## config.mk

```make
export PLATFORM = sky130hd
export DESIGN_NAME = stsm_queue
export DESIGN_NICKNAME = d
export VERILOG_FILES = /design/src/rtl/stsm_pkg.sv /design/src/rtl/stsm_queue.sv
export SDC_FILE = /design/constraint.sdc
export NUM_CORES = 1
export LEC_CHECK = 0
export ABC_AREA = 1
export ABC_CLOCK_PERIOD_IN_PS = 3070
export BUFFER_PORTS_ARGS = -buffer_cell sky130_fd_sc_hd__buf_2
export CAP_MARGIN = 5
export CORE_AREA = 5 5 113 115
export CTS_CLUSTER_SIZE = 16
export DETAILED_ROUTE_END_ITERATION = 8
export DIE_AREA = 0 0 118 120
export PLACE_DENSITY = 0.74
export SKIP_LAST_GASP = 1
export SYNTH_ARGS = -nofsm -noshare
export SYNTH_HDL_FRONTEND = slang
export SYNTH_SLANG_ARGS = --single-unit
```

## constraint.sdc

```tcl
create_clock -name clock -period 3.07 [get_ports clock]
set_clock_uncertainty 0.05 [all_clocks]
set_input_delay 0.307 -clock clock [delete_from_list [all_inputs] [get_ports clock]]
set_output_delay 0.307 -clock clock [all_outputs]
set_load 0.01 [all_outputs]
```

## src/rtl/stsm_pkg.sv

```systemverilog
// Shared types and constants for the segment tree sum/min block.
// No dependencies; used by every module under rtl/.
`default_nettype none
package stsm_pkg;

   localparam int LEAF_BITS  = 10;
   localparam int ADDR_BITS  = LEAF_BITS + 1;           // heap node address
   localparam int POS_BITS   = LEAF_BITS + 2;           // half-open range bound
   localparam int NODE_COUNT = 1 << ADDR_BITS;
   localparam int CNT_BITS   = 11;                      // leaf_count register
   localparam int VALUE_BITS = 32;
   localparam int SUM_BITS   = 42;
   localparam int QUEUE_DEPTH = 2;

   localparam logic [CNT_BITS-1:0] LEAVES_MAX = CNT_BITS'(1 << LEAF_BITS);
   localparam logic [CNT_BITS-1:0] CNT_RESET  = CNT_BITS'(1024);
   localparam logic [VALUE_BITS-1:0] VALUE_MAX = '1;

   localparam logic [1:0] CMD_LOAD  = 2'd0;
   localparam logic [1:0] CMD_DEC   = 2'd1;
   localparam logic [1:0] CMD_INC   = 2'd2;
   localparam logic [1:0] CMD_QUERY = 2'd3;

   typedef struct packed {
      logic [1:0]            cmd;
      logic [LEAF_BITS-1:0]  first_index;
      logic [LEAF_BITS-1:0]  last_index;
      logic [VALUE_BITS-1:0] amount;
   } req_type;

   typedef struct packed {
      logic [SUM_BITS-1:0] answer;
      logic                empty_range;
   } rsp_type;

   typedef enum logic [2:0] {
      K_LOAD  = 3'd0,
      K_DEC   = 3'd1,
      K_INC   = 3'd2,
      K_QUERY = 3'd3,
      K_EMPTY = 3'd4
   } kind_type;

   // classified operation handed from front to back
   typedef struct packed {
      kind_type              kind;
      logic [POS_BITS-1:0]   lo;      // leaf node address, or range start
      logic [POS_BITS-1:0]   hi;      // range end, exclusive (queries only)
      logic [VALUE_BITS-1:0] amount;
   } op_type;

   typedef struct packed {
      logic [SUM_BITS-1:0]   sum;
      logic [VALUE_BITS-1:0] min;
   } node_type;

endpackage
`default_nettype wire

```

## src/rtl/stsm_queue.sv

```systemverilog
// Short queue of classified operations between front and back.
// Depends on stsm_pkg.
`default_nettype none
module stsm_queue (
   input  wire               clock,
   input  wire               reset,
   input  wire               push,
   input  stsm_pkg::op_type  push_op,
   input  wire               pop,
   output logic              full,
   output logic              not_empty,
   output stsm_pkg::op_type  head_op
);
   stsm_pkg::op_type slot_ff [stsm_pkg::QUEUE_DEPTH];
   logic rd_ptr_ff, rd_ptr_in, wr_ptr_ff, wr_ptr_in;
   logic [1:0] count_ff, count_in;

   always_comb begin
      full      = count_ff == 2'(stsm_pkg::QUEUE_DEPTH);
      not_empty = count_ff != 2'd0;
      head_op   = slot_ff[rd_ptr_ff];
      rd_ptr_in = pop  ? ~rd_ptr_ff : rd_ptr_ff;
      wr_ptr_in = push ? ~wr_ptr_ff : wr_ptr_ff;
      count_in  = count_ff + 2'(push) - 2'(pop);
   end

   always_ff @(posedge clock) begin
      if (reset) begin
         rd_ptr_ff <= 1'b0;
         wr_ptr_ff <= 1'b0;
         count_ff  <= 2'd0;
      end else begin
         rd_ptr_ff <= rd_ptr_in;
         wr_ptr_ff <= wr_ptr_in;
         count_ff  <= count_in;
      end
   end

   always_ff @(posedge clock) begin
      if (push) begin
         slot_ff[wr_ptr_ff] <= push_op;
      end
   end
endmodule
`default_nettype wire

```

# ---- After elaboration in Yosys (flattened, before gate mapping)
# Memories as Yosys holds them, arrays and structs flattened. A register that Yosys moved wholly into a read port is not among the register bits.
# Index checks and enable logic that the tools add are counted.
# Widths: inputs -> output; s select.
dict set report totals {
  reg_bits 4
  ramBits 118
  input_bits 63
  out_inout_bits 61
  elab_cells 14
  n_memories 1
}
dict set report classes {
  add_sub_neg 2
  n_eq_ne 1
  mux 4
  n_bitwise 2
  n_reduce_logical 1
}
# name words word_bits rd rd_ports_with_merged_regs write_ports line
set mem_list {}
lappend mem_list {slot_ff 2 59 1 1 1 stsm_queue.sv:14} ;# stsm_pkg::op_type slot_ff [stsm_pkg::QUEUE_DEPTH];
# operator n
set ops {}
lappend ops {{$mux 1} 4}
lappend ops {{$add 2x1->2} 1}
lappend ops {{$eq 2x2->1 const B} 1}
lappend ops {{$not 1->1} 2}
lappend ops {{$reduce_bool 2->1} 1}
lappend ops {{$sub 2x1->2} 1}

# ---- Logic depth before layout (Yosys ltp)
dict set report depth {
  word_depth 3
  ltp_mapped 9
  depth_no_buf 9
}

# ---- Least setup slack after synthesis
# Ideal clock, no wire load.
dict set report synth_timing {
  kind {in2reg}
  startpoint {input port push}
  endpoint {memory slot_ff[0][0] (netlist name), enable pin}
  setup_time_ps 478
  arrival_ps 2822
  t_required_ps 2542
  setup_slack_ps -280
  stages 2
  path_buffers 0
  cell_sequence {inv_1 > nor2_1}
}
dict set report synth_via {
  elab_chain_len 2
}
# item line
set synth_lines {}
lappend synth_lines {{start, declared} stsm_queue.sv:7} ;# input wire push,
lappend synth_lines {{$mux 1} stsm_queue.sv:40} ;# if (push) begin
lappend synth_lines {{$mux 1 (implied by the code)} stsm_queue.sv:41} ;# slot_ff[wr_ptr_ff] <= push_op;
lappend synth_lines {{end, declared} stsm_queue.sv:14}
# Every way passes these cells.

==> metrics <==
status=completed; antenna diode count=0; vias in the first global route=2608; area grow syn2layout=29.2%; most common cell after layout, fill and taps aside=buf_2; Pleak=0.00226 uW; number of max-cap violations=0; pin count of the biggest net entering global routing=34; Startpoint Class=flip-flop; period utilisation layout=76.6%; Root Driver=clkbuf_16; #FFs+latches synth=123; Cells after Synth=215; fillers=1014; global-route wire length before repair=13.2 mm; gr ovfl total=0; Die Wd=118 um; final hold violation count=0; drt wl/cell=16.4 um; DIE AREA=14200 um^2; count of different cell masters after synthesis=15; worst reg2reg path endpoint=slot_ff[1][48]; CTS tree=done; crit-path cells=buf_12, mux2_2, buf_2; die height=120 um; Core Region=11700 um^2; clk slew on worst S/H paths=0.05 ns; Worst-Margin Slew=0.664 ns; total number of vias=2343; Seq/Total Area, Yosys=80.5%; setup violators final=0; cts hold-fix bufs=0; Rows=40; Setup TNS=0 ns; WP data arrival=1.99 ns; Synthesized Nets=280; design area=5850 um^2; pins over their slew limit=0; final net count=419; r2r setup slk=1.45 ns; slowest stage cell on the critical path=dfxtp_2; DP Wirelength=5.63 mm; hold slack=0.0467 ns; PwrDens=702 nW/um^2; Setup CP Type=flip-flop to output pin; Syn Std Cell Area=4530 um^2; layout cell share with drive strength beyond 1=58.6%; Hold Startpoint=push_op[17]; number of vias per cell=4.58; Hold Path End=slot_ff[0][17]; crit path max fanout=33; hold path depth=1; CTS sink cnt=123; Critical Path Max Stage Delay=0.75 ns; Reg-to-Reg Start=wr_ptr_ff; H-tree Lvls=4; DR pass1 iterations=4; io pins=124; crit path time final=2.35 ns; routed wire length=8.40 mm; Worst setup EP type=output pin; clock buffer count from CTS=17; Antenna Violating Nets Remaining=0; R2R depth=3; YS warnings=0; initial antenna violation count=1; postcts setup bufs=0; GP Congestion=0.661; initial drt markers=80; worst vdd ir=0.000374 V; placed inst area=5330 um^2; IO buf count=123; Resized Gates After CTS=0; Clk Latency, worst-skew pair=0.39 ns; FMAX=425 MHz; starting density of the core=38.7%; GRT Resource Usage Total=12.3%; final routed DRC violation total=0; WP data required=2.71 ns; most frequent cells in the layout=123 x buf_2, 118 x edfxtp_1, 49 x mux2_2; max_slew headroom=55.7%; worst min-delay path class=input port to flip-flop; Avg Inst Size Synth=21.1 um^2; post-synth top area share=78.3%; Synth area leader=edfxtp_1; worst-case clock buffer depth=2; RSZ-0062 raised after global routing=false; top cells by area, synth=edfxtp_1 78%, mux2_2 12%, mux2_4 3.3%
critical path, delay by kind of cell (launching register included):
kind	cells	cell delay, ns
muxes	1	0.37
DFF	1	0.75
buffers and inverters	2	0.46
registers in the layout, summed over array words and instances, names as in the netlist, named ones only:
register / count
slot_ff: 118
count_ff: 2
rd_ptr_ff: 1
wr_ptr_ff: 1
cells in the mapped netlist, drive strengths merged:
library cell and instances:
edfxtp 118, mux2 59, inv 8, buf 7
nor2 7, dfxtp 5, nand2 5, ha 2
a21oi 1, nand3 1, nor3 1, xnor2 1
worst max-delay path by stage:
| stage | startpoint | to | slack [ns] | cells after the start |
|---|---|---|---|---|
| 2_1_floorplan | wr_ptr_ff | slot_ff[0][0] | 0.73 | 1 |
| 6_report | flip-flop | head_op[45] | 0.72 | 3 |
| 3_5_place_dp | flip-flop | head_op[41] | 1.08 | 3 |
| 4_1_cts | flip-flop | head_op[45] | 0.64 | 3 |
| 5_1_grt | flip-flop | head_op[45] | 0.58 | 3 |
| 3_3_place_gp | flip-flop | head_op[26] | 1.10 | 3 |
routing by layer:
metal | vias up | global-route usage, % | wire length [um]
met3 | 10 | 5.14 | 533
met5 | - | 0 | 7
met4 | 2 | 5.59 | 95
li1 | 1107 | - | -
met1 | 1150 | 13.2 | 3290
met2 | 74 | 21.2 | 4470
cells by family (layout without fill, tap and decap cells):
kind of cell	after synthesis	after routing	share of synthesized area, %
AO/OA/AOI/OAI	1	1	0.110
buffers and inverters	15	165	1.93
AND/OR/NAND/NOR	14	14	1.22
XOR/XNOR	1	1	0.194
multiplexers	59	59	15.5
flip-flops	123	123	80.5
adder cells (fa/ha/maj)	2	2	0.553
per-stage QoR:
stage                     setup slack, ns  cells  util (%)  power, uW
after floorplan                     0.729    215         -       2240
after global placement               1.10    482      45.5       2390
after detailed placement             1.08    482      45.5       2410
after CTS                           0.642    512      49.9       4160
after global routing                0.583    512      49.9       4290
final                               0.719    512      49.9       4100
layout make-up:
cell class	instances	area [um^2]	area share (%)
Inverter	8	30.0	0.514
Timing Repair Buffer	127	671	11.5
Sequential cell	123	3640	62.3
Tap cell	147	184	3.15
Clock inverter	11	81.3	1.39
Multi-Input combinational cell	77	803	13.7
Clock buffer	19	433	7.40
power by group:
group	switching, uW	leakage, uW	total (uW)	internal (uW)
clock	648	0.000251	1730	1080
sequential	35.8	0.00115	1980	1940
combinational	197	0.000858	390	193
No activity file was read; power rests on OpenSTA's default activity.
