<file path="config.mk">
export PLATFORM = sky130hd
export DESIGN_NAME = stsm_front
export DESIGN_NICKNAME = d
export VERILOG_FILES = /design/src/rtl/stsm_pkg.sv /design/src/rtl/stsm_front.sv
export SDC_FILE = /design/constraint.sdc
export NUM_CORES = 1
export LEC_CHECK = 0
export BUFFER_PORTS_ARGS = -buffer_cell sky130_fd_sc_hd__buf_2
export CAP_MARGIN = 20
export CORE_MARGIN = 10
export CORE_UTILIZATION = 35
export DETAILED_ROUTE_END_ITERATION = 8
export PLACE_DENSITY = 0.65
export SLEW_MARGIN = 25
export SYNTH_ARGS = -nofsm -noshare
export SYNTH_HDL_FRONTEND = slang
export SYNTH_SLANG_ARGS = --single-unit
</file>
<file path="constraint.sdc">
create_clock -name clock -period 9.8 [get_ports clock]
set_clock_uncertainty 0.15 [all_clocks]
set_input_delay 0.98 -clock clock [delete_from_list [all_inputs] [get_ports clock]]
set_output_delay 0.98 -clock clock [all_outputs]
set_load 0.05 [all_outputs]
</file>
<file path="src/rtl/stsm_pkg.sv">
// Shared types and constants for the segment tree sum/min block.
// No dependencies; used by every module under rtl/.
`default_nettype none
package stsm_pkg;

   localparam int LEAF_BITS  = 10;
   localparam int ADDR_BITS  = LEAF_BITS + 1;           // heap node address
   localparam int POS_BITS   = LEAF_BITS + 2;           // half-open range bound
   localparam int NODE_COUNT = 1 << ADDR_BITS;
   localparam int CNT_BITS   = 11;                      // leaf_count register
   localparam int VALUE_BITS = 32;
   localparam int SUM_BITS   = 42;
   localparam int QUEUE_DEPTH = 2;

   localparam logic [CNT_BITS-1:0] LEAVES_MAX = CNT_BITS'(1 << LEAF_BITS);
   localparam logic [CNT_BITS-1:0] CNT_RESET  = CNT_BITS'(1024);
   localparam logic [VALUE_BITS-1:0] VALUE_MAX = '1;

   localparam logic [1:0] CMD_LOAD  = 2'd0;
   localparam logic [1:0] CMD_DEC   = 2'd1;
   localparam logic [1:0] CMD_INC   = 2'd2;
   localparam logic [1:0] CMD_QUERY = 2'd3;

   typedef struct packed {
      logic [1:0]            cmd;
      logic [LEAF_BITS-1:0]  first_index;
      logic [LEAF_BITS-1:0]  last_index;
      logic [VALUE_BITS-1:0] amount;
   } req_type;

   typedef struct packed {
      logic [SUM_BITS-1:0] answer;
      logic                empty_range;
   } rsp_type;

   typedef enum logic [2:0] {
      K_LOAD  = 3'd0,
      K_DEC   = 3'd1,
      K_INC   = 3'd2,
      K_QUERY = 3'd3,
      K_EMPTY = 3'd4
   } kind_type;

   // classified operation handed from front to back
   typedef struct packed {
      kind_type              kind;
      logic [POS_BITS-1:0]   lo;      // leaf node address, or range start
      logic [POS_BITS-1:0]   hi;      // range end, exclusive (queries only)
      logic [VALUE_BITS-1:0] amount;
   } op_type;

   typedef struct packed {
      logic [SUM_BITS-1:0]   sum;
      logic [VALUE_BITS-1:0] min;
   } node_type;

endpackage
`default_nettype wire

</file>
<file path="src/rtl/stsm_front.sv">
// Front end: leaf count register, transaction accept and classification.
// Depends on stsm_pkg.
`default_nettype none
module stsm_front (
   input  wire                          clock,
   input  wire                          reset,
   input  wire                          req_valid,
   output logic                         req_stall,
   input  stsm_pkg::req_type            req_payload,
   input  wire                          csr_write_enable,
   input  wire [stsm_pkg::CNT_BITS-1:0] csr_write_data,
   input  wire                          queue_full,
   input  wire                          back_clearing,
   output logic                         push,
   output stsm_pkg::op_type             push_op
);
   logic [stsm_pkg::CNT_BITS-1:0] leaf_count_ff, leaf_count_in;
   logic [stsm_pkg::CNT_BITS-1:0] n_eff;
   logic [stsm_pkg::LEAF_BITS-1:0] last_clip;
   logic [stsm_pkg::LEAF_BITS-1:0] n_less;
   logic fi_out, empty;

   always_comb begin
      leaf_count_in = csr_write_enable ? csr_write_data : leaf_count_ff;
   end

   always_ff @(posedge clock) begin
      if (reset) begin
         leaf_count_ff <= stsm_pkg::CNT_RESET;
      end else begin
         leaf_count_ff <= leaf_count_in;
      end
   end

   always_comb begin
      if (leaf_count_ff == '0) begin
         n_eff = stsm_pkg::CNT_BITS'(1);
      end else if (leaf_count_ff > stsm_pkg::LEAVES_MAX) begin
         n_eff = stsm_pkg::LEAVES_MAX;
      end else begin
         n_eff = leaf_count_ff;
      end
      n_less    = stsm_pkg::LEAF_BITS'(n_eff - stsm_pkg::CNT_BITS'(1));
      last_clip = (req_payload.last_index > n_less) ? n_less : req_payload.last_index;
      fi_out    = {1'b0, req_payload.first_index} >= n_eff;
      empty     = fi_out || (req_payload.first_index > last_clip);

      req_stall = queue_full || back_clearing || csr_write_enable;

      push_op.amount = req_payload.amount;
      push_op.lo = stsm_pkg::POS_BITS'(req_payload.first_index)
                 + stsm_pkg::POS_BITS'(1 << stsm_pkg::LEAF_BITS);
      push_op.hi = stsm_pkg::POS_BITS'(last_clip)
                 + stsm_pkg::POS_BITS'((1 << stsm_pkg::LEAF_BITS) + 1);
      unique case (req_payload.cmd)
         stsm_pkg::CMD_LOAD:  push_op.kind = stsm_pkg::K_LOAD;
         stsm_pkg::CMD_DEC:   push_op.kind = stsm_pkg::K_DEC;
         stsm_pkg::CMD_INC:   push_op.kind = stsm_pkg::K_INC;
         default:             push_op.kind = empty ? stsm_pkg::K_EMPTY : stsm_pkg::K_QUERY;
      endcase
      // updates to a leaf past the count are dropped here
      push = req_valid && !req_stall
          && ((req_payload.cmd == stsm_pkg::CMD_QUERY) || !fi_out);
   end
endmodule
`default_nettype wire

</file>
# Word-level counts from Yosys, hierarchy flattened
# Cells that the tools add are included.
# word_totals
word_cells,26
in_bits,71
regBits,11
# classes
mux,5
addsub,3
n_reduce_logical,10
n_eq_ne,3
n_lt_le_gt_ge,4
# ops
operator,count
$add 10x11->12 const B,2
$mux 11,2
$gt 10x10->1,2
$ge 10x11->1,1
$gt 11x11->1 const B,1
$logic_not 11->1,1
$mux 10,1
$sub 10x1->10 const B,1
$pmux 3 s3,1
$eq 2x2->1 const B,2
$logic_or 1x1->1,4
$mux 3,1
$eq 2x1->1 const B,1
$logic_and 1x1->1,2
$logic_not 1->1,2
$logic_not 2->1,1

# Depth between registers and ports, before layout
# Gate-level depths: netlist of the first run.
# logic_depth
ltp_word,10
depth_mapped,30
depth_no_buf,27

# Least setup slack after synthesis of the first run
# OpenSTA, ideal clock, no wires.
# synth_path
path_kind,register to output
startpoint,register leaf_count_ff[3] (netlist bit)
endpoint,output push_op[56] (netlist bit)
required_time_ns,8.670
arrival_ns,6.693
setup_slack_ns,1.977
path_stages_with_launch,30
path_buffers,3
path_cell_list,dfxtp_1 -> buf_6 -> nor4_4 -> and2_2 -> a21oi_1 -> nor2_1 -> inv_1 -> ha_1 -> buf_4 -> and4bb_2 -> o21a_1 -> nor2_1 -> inv_1 -> ha_1 -> nand3_1 -> o21ai_0 -> o21ai_0 -> o2111ai_2 -> a21oi_2 -> nor2_8 -> buf_2 -> mux2i_1 -> ha_1 -> a21o_1 -> a21o_1 -> a221oi_1 -> and3b_1 -> o211ai_1 -> a22o_1 -> a221oi_1
# synth_lines
element,line_no,source
"start, declared",stsm_front.sv:17,"logic [stsm_pkg::CNT_BITS-1:0] leaf_count_ff, leaf_count_in;"
"start signal, assigned",stsm_front.sv:29,leaf_count_ff <= stsm_pkg::CNT_RESET;
"start signal, assigned",stsm_front.sv:31,leaf_count_ff <= leaf_count_in;
"end, declared",stsm_front.sv:15,output stsm_pkg::op_type push_op

==> out/qor.json, run 1 <==
{
  "drc": {"value": 0},
  "cts_resized": {"value": 0},
  "grt_busiest_layer": {"value": "met2"},
  "die_h": {"value": 104, "unit": "um"},
  "cts_hold_buffers": {"value": 0},
  "cell_at_the_root_of_the_clock_tree": {"value": "clkbuf_8"},
  "antenna_cells_inserted": {"value": 0},
  "power.combinational.fraction": {"value": 63.9, "unit": "%"},
  "yosys_most_used_dff": {"value": "dfxtp_1"},
  "place_hpwl": {"value": 5.90, "unit": "mm"},
  "drtPass1Iterations": {"value": 5},
  "required": {"value": 8.67, "unit": "ns"},
  "reg_top3": {"value": "leaf_count_ff (11)"},
  "layout.filler_cells": {"value": 725},
  "syn_area": {"value": 2450, "unit": "um2"},
  "grt-ovfl-total": {"value": 0},
  "setup-violations-final": {"value": 0},
  "number_of_buffers_inserted_by_post_cts_setup_repair": {"value": 0},
  "top_level_ports": {"value": 132},
  "synth_largest_area_cell": {"value": "buf_4"},
  "synth_commonest_cells": {"value": "46 x buf_4, 27 x ha_1, 25 x nor2_1"},
  "critical_path_peak_fanout": {"value": 18},
  "hold_viol": {"value": 0},
  "slew_viol_final": {"value": 0},
  "rsz0062_at_grt": {"value": "false"},
  "achievable-frequency": {"value": 0.123, "unit": "GHz"},
  "post_synth_inst_count": {"value": 316},
  "synthMostInstantiatedCell": {"value": "buf_4"},
  "insertion_delay": {"value": 0.23, "unit": "ns"},
  "synth_top_area_share": {"value": 14.1, "unit": "%"},
  "ys_async_sr_fraction": {"value": 0, "unit": "%"},
  "timing.critical_path.from_type": {"value": "flop"},
  "finalCriticalPeriod": {"value": 8.13, "unit": "ns"},
  "die_ar": {"value": 10800, "unit": "um2"},
  "critPathArrivalTime": {"value": 7.00, "unit": "ns"},
  "starting_utilization_of_the_core_area": {"value": 36.1, "unit": "%"},
  "antenna_found_initial": {"value": 0},
  "vias": {"value": 2238},
  "timing.slew.headroom": {"value": 62.3, "unit": "%"},
  "power.net_switching": {"value": 0.137, "unit": "mW"},
  "synth.distinct_cells": {"value": 66},
  "clockPowerShare": {"value": 16.5, "unit": "%"},
  "gpl.final_weighted_congestion": {"value": 0.908},
  "largest_reg_flops": {"value": 11},
  "cts_tree": {"value": "yes"},
  "setup-tns-final": {"value": 0, "unit": "ns"},
  "htree_levels": {"value": 1},
  "number_of_max_cap_violations": {"value": 0},
  "critical_path_class": {"value": "flop to primary output"},
  "final_antenna_net_count": {"value": 0},
  "grt_start_max_net_pins": {"value": 19},
  "postRouteWirelength": {"value": 6.98, "unit": "mm"},
  "avgSynthCellArea": {"value": 7.76, "unit": "um2"},
  "core.rowCount": {"value": 30},
  "port_buffers": {"value": 65},
  "status": {"value": "completed"},
  "grt_use_total": {"value": 12.2, "unit": "%"},
  "die_w": {"value": 104, "unit": "um"},
  "met2_usage": {"value": 21.7, "unit": "%"},
  "cts_made_buffers": {"value": 3},
  "clock_sink_count": {"value": 11},
  "ys.warnings.count": {"value": 0},
  "synth_seq_area_share": {"value": 8.98, "unit": "%"},
  "fp.coreArea": {"value": 6790, "unit": "um2"},
  "via_per_inst": {"value": 5.23},
  "grt_pass1_vias": {"value": 2297},
  "sequentialPowerShare": {"value": 19.6, "unit": "%"},
  "fin_crit_sh": {"value": 83.0, "unit": "%"},
  "grt_first_pass_wirelength": {"value": 11.4, "unit": "mm"},
  "holdWs": {"value": 0.407, "unit": "ns"},
  "detailedRoute.firstIterationViolations": {"value": 156},
  "holdCritPathClass": {"value": "flop to flop"},
  "internal_pwr_total": {"value": 0.135, "unit": "mW"},
  "flow.area_growth_from_synthesis": {"value": 2.91, "unit": "%"},
  "critical_path_sink_type": {"value": "primary output"},
  "gr-usage-met3": {"value": 1.98, "unit": "%"},
  "groute.layer.met1.usage": {"value": 15.2, "unit": "%"},
  "final_layout_size_suffix_gt1_share": {"value": 27.7, "unit": "%"},
  "worst_ir_drop_vdd": {"value": 38.4, "unit": "uV"},
  "leakagePower": {"value": 1.17, "unit": "nW"},
  "post_detailed_route_wirelength_per_cell": {"value": 16.3, "unit": "um"},
  "tightestPinTransition": {"value": 0.562, "unit": "ns"},
  "sw_frac_of_total": {"value": 50.2, "unit": "%"},
  "synth-edff-count": {"value": 0},
  "synth.top_cells.by_area": {"value": "buf_4 14%, ha_1 14%, dfxtp_1 9.0%, mux2i_1 6.5%, nor2_1 3.8%"},
  "clkTransAtPathRegs": {"value": 0.05, "unit": "ns"},
  "synth_nets": {"value": 414},
  "design.final.nets": {"value": 431},
  "clk_path_buf_depth": {"value": 2},
  "largest-register": {"value": "leaf_count_ff"},
  "cellPowerDensity": {"value": 108, "unit": "nW/um2"},
  "yosys_register_bits": {"value": 11}
}
## final timing paths
path	start	endpoint	slack, ns	depth (start not counted)
setup / recovery	leaf_count_ff[3]	push_op[56]	1.67	27
hold / removal	leaf_count_ff[0]	leaf_count_ff[0]	0.41	2
setup reg to reg	leaf_count_ff[10]	leaf_count_ff[10]	8.46	2
hold reg to reg	leaf_count_ff[0]	leaf_count_ff[0]	0.41	2
## power groups by stage
stage | clock network [mW] | registers (mW) | logic [mW]
after floorplan | 0 | 0.0510 | 0.174
after global placement | 0 | 0.0539 | 0.173
after detailed placement | 0 | 0.0540 | 0.173
after CTS | 0.0460 | 0.0531 | 0.174
after global routing | 0.0499 | 0.0537 | 0.190
final | 0.0448 | 0.0533 | 0.174
## area by class of cell
cell class	count	area (um2)	area share, %
Timing Repair Buffer	65	325	12.9
Sequential cell	11	220	8.73
Clock buffer	4	45.0	1.79
Inverter	20	75.1	2.98
Tap cell	96	120	4.76
Multi-Input combinational cell	232	1740	68.8
## cell usage in the layout, fill, tap and decap left out, types with 3 or more instances in the layout
| master | n |
|---|---|
| and2_1 | 3 |
| nor2_1 | 25 |
| buf_2 | 65 |
| a211oi_1 | 3 |
| a221oi_1 | 3 |
| mux2i_1 | 16 |
| nand2_1 | 24 |
| a21o_1 | 4 |
| nand3_1 | 9 |
| nor3_1 | 6 |
| nand4_1 | 7 |
| a21oi_2 | 3 |
| or3_1 | 3 |
| xnor2_1 | 9 |
| nor2b_1 | 3 |
| o211ai_1 | 5 |
| o21ai_0 | 11 |
| ha_1 | 27 |
| clkbuf_8 | 3 |
| inv_1 | 20 |
| o21a_1 | 5 |
| xor2_1 | 3 |
| dfxtp_1 | 11 |
| a21oi_1 | 17 |
## logic make-up after synthesis
kind of cell               Yosys count  share of synthesized area [%]
and+or+nand+nor                    101                           22.6
buffers and inverters               73                           20.2
AOI/OAI and AO/OA                   70                           20.3
adders and majority gates           27                           13.8
muxes                               20                           9.55
xor gates and xnor gates            12                           4.29
DFF                                 11                           8.98
other                                2                          0.306
## metrics by stage
step / instances / utilization [%] / total power [mW] / setup WS, ns / area [um2]
floorplan: 316 / - / 0.225 / 1.98 / 2450
CTS: 428 / 37.1 / 0.273 / 1.73 / 2520
detailed placement: 424 / 36.5 / 0.227 / 2.01 / 2480
finish: 428 / 37.1 / 0.272 / 1.67 / 2520
global route: 428 / 37.1 / 0.293 / 1.24 / 2520
global placement: 424 / 36.5 / 0.227 / 2.26 / 2480
## routing by layer
metal | wire length (um) | vias up
li1 | - | 1120
met1 | 3180 | 1046
met2 | 3420 | 68
met3 | 347 | 4
met4 | 34 | 0
met5 | 0 | -
## critical path, cell delays in order, from the launching register on
cell,delay (ns)
dfxtp_1,0.40
nor4_4,0.51
and2_2,0.24
a21oi_1,0.08
nor2_1,0.24
inv_1,0.10
ha_1,0.29
and4bb_2,0.28
o21a_1,0.20
nor2_1,0.20
inv_1,0.11
ha_1,0.31
nand3_1,0.10
o21ai_0,0.22
o21ai_0,0.15
o2111ai_2,0.31
a21oi_2,0.17
nor2_8,0.30
mux2i_1,0.32
ha_1,0.29
a21o_1,0.16
a21o_1,0.17
a221oi_1,0.41
and3b_1,0.25
o211ai_1,0.13
a22o_1,0.26
a221oi_1,0.23
buf_2,0.31
(Power assumes the default switching activity.)
==> run 2, diff against run 1 <==
- clock period: 9.8 -> 7.68 ns (I/O delays scaled with it)
==> out/qor.json, run 2 (synthesis gave the netlist of run 1 again) <==
{
  "vias": {"value": 2301},
  "setup-violations-final": {"value": 0},
  "post_detailed_route_wirelength_per_cell": {"value": 16.4, "unit": "um"},
  "required": {"value": 6.76, "unit": "ns"},
  "timing.slew.headroom": {"value": 62.6, "unit": "%"},
  "cts_tree": {"value": "yes"},
  "tightestPinTransition": {"value": 0.545, "unit": "ns"},
  "grt_use_total": {"value": 11.9, "unit": "%"},
  "clkTransAtPathRegs": {"value": 0.05, "unit": "ns"},
  "detailedRoute.firstIterationViolations": {"value": 177},
  "groute.layer.met1.usage": {"value": 14.2, "unit": "%"},
  "leakagePower": {"value": 1.22, "unit": "nW"},
  "gr-usage-met3": {"value": 2.48, "unit": "%"},
  "gpl.final_weighted_congestion": {"value": 0.917},
  "critical_path_peak_fanout": {"value": 9},
  "grt_start_max_net_pins": {"value": 19},
  "core.rowCount": {"value": 30},
  "fp.coreArea": {"value": 6790, "unit": "um2"},
  "flow.area_growth_from_synthesis": {"value": 6.38, "unit": "%"},
  "place_hpwl": {"value": 6.05, "unit": "mm"},
  "starting_utilization_of_the_core_area": {"value": 36.1, "unit": "%"},
  "die_h": {"value": 104, "unit": "um"},
  "critPathArrivalTime": {"value": 6.37, "unit": "ns"},
  "status": {"value": "completed"},
  "layout.filler_cells": {"value": 717},
  "antenna_found_initial": {"value": 0},
  "clock_sink_count": {"value": 11},
  "via_per_inst": {"value": 5.29},
  "grt_busiest_layer": {"value": "met2"},
  "finalCriticalPeriod": {"value": 7.29, "unit": "ns"},
  "hold_viol": {"value": 0},
  "setup-tns-final": {"value": 0, "unit": "ns"},
  "postRouteWirelength": {"value": 7.11, "unit": "mm"},
  "htree_levels": {"value": 1},
  "final_core_util": {"value": 38.4, "unit": "%"},
  "critical_path_sink_type": {"value": "primary output"},
  "cts_made_buffers": {"value": 3},
  "slew_viol_final": {"value": 0},
  "cell_at_the_root_of_the_clock_tree": {"value": "clkbuf_8"},
  "antenna_cells_inserted": {"value": 0},
  "largest-register": {"value": "leaf_count_ff"},
  "die_ar": {"value": 10800, "unit": "um2"},
  "largest_reg_flops": {"value": 11},
  "critical_path_class": {"value": "flop to primary output"},
  "fin_crit_sh": {"value": 94.9, "unit": "%"},
  "die_w": {"value": 104, "unit": "um"},
  "achievable-frequency": {"value": 0.137, "unit": "GHz"},
  "mostFrequentLayoutCell": {"value": "buf_2"},
  "drc": {"value": 0},
  "timing.critical_path.from_type": {"value": "flop"},
  "worst_ir_drop_vdd": {"value": 52.2, "unit": "uV"},
  "clk_path_buf_depth": {"value": 2},
  "reg_top3": {"value": "leaf_count_ff (11)"},
  "final_layout_size_suffix_gt1_share": {"value": 30.1, "unit": "%"},
  "rsz0062_at_grt": {"value": "false"},
  "final_antenna_net_count": {"value": 0},
  "cellPowerDensity": {"value": 137, "unit": "nW/um2"},
  "commonest_cells_after_routing_fill_and_taps_aside": {"value": "63 x buf_2, 27 x ha_1, 24 x nand2_1, 24 x nor2_1, 20 x inv_1"},
  "drtPass1Iterations": {"value": 4},
  "top_level_ports": {"value": 132},
  "grt-ovfl-total": {"value": 0},
  "grt_first_pass_wirelength": {"value": 11.1, "unit": "mm"},
  "grt_pass1_vias": {"value": 2216},
  "port_buffers": {"value": 65},
  "cts_hold_buffers": {"value": 0},
  "holdCritPathClass": {"value": "flop to flop"},
  "design.final.nets": {"value": 438},
  "number_of_max_cap_violations": {"value": 0},
  "met2_usage": {"value": 21.7, "unit": "%"},
  "insertion_delay": {"value": 0.23, "unit": "ns"}
}
==> run 2: area by class of cell <==
| class | instances | area, um2 | area share, % |
|---|---|---|---|
| Clock buffer | 4 | 45.0 | 1.73 |
| Inverter | 20 | 75.1 | 2.88 |
| Multi-Input combinational cell | 232 | 1760 | 67.7 |
| Sequential cell | 11 | 220 | 8.45 |
| Tap cell | 96 | 120 | 4.61 |
| Timing Repair Buffer | 72 | 383 | 14.7 |
==> run 2: per-stage QoR <==
| stage | cell area [um2] | power [mW] | hold slack (ns) | cells | setup WS, ns |
|---|---|---|---|---|---|
| 2_1_floorplan | 2450 | 0.288 | 0.349 | 316 | 0.0692 |
| 3_3_place_gp | 2480 | 0.290 | 0.398 | 425 | 0.560 |
| 3_5_place_dp | 2480 | 0.291 | 0.415 | 425 | 0.386 |
| 4_1_cts | 2530 | 0.350 | 0.424 | 429 | 0.0885 |
| 5_1_grt | 2610 | 0.383 | 0.463 | 435 | 0.00545 |
| 6_report | 2610 | 0.358 | 0.423 | 435 | 0.395 |
==> run 2: repair_timing <==
| action | 4_1_cts | 5_1_grt |
|---|---|---|
| endpoints found under the setup margin | 0 | 3 |
| hold endpoints to repair | 0 | 0 |
| gates resized for setup | 0 | 9 |
| setup buffers | 0 | 6 |
==> run 2: worst max-delay path, cell delays in order (launching register included) <==
cell,delay [ns]
dfxtp_1,0.41
nor4_4,0.32
and2_2,0.19
a21oi_1,0.08
nor2_2,0.19
inv_1,0.09
ha_1,0.28
and4bb_2,0.28
o21a_1,0.20
nor2_1,0.19
inv_1,0.11
ha_1,0.32
nand3_1,0.12
o21ai_1,0.19
o21ai_0,0.14
o2111ai_2,0.37
a21oi_4,0.14
nor2_8,0.21
mux2i_2,0.29
ha_1,0.28
a21o_1,0.16
a21o_1,0.18
a221oi_2,0.28
and3b_1,0.21
o211ai_1,0.13
a22o_1,0.26
a221oi_1,0.24
clkbuf_4,0.28
==> run 2: layer usage <==
metal / share of wire [%] / wire length [um]
met1: 45 / 3170
met2: 49 / 3520
met3: 5.4 / 387
met4: 0.51 / 36
met5: 0 / 0
==> run 2: final timing paths <==
path	from	endpoint	slack (ns)	cells past startpoint
max	leaf_count_ff[3]	push_op[57]	0.39	27
min reg2reg	leaf_count_ff[8]	leaf_count_ff[8]	0.42	2
min	leaf_count_ff[8]	leaf_count_ff[8]	0.42	2
max reg2reg	leaf_count_ff[10]	leaf_count_ff[10]	6.36	2
==> run 2: report_power, final <==
part           switching [mW]  internal [mW]
sequential            0.00704         0.0607
combinational           0.150         0.0831
clock                  0.0208         0.0364
total                   0.178          0.180
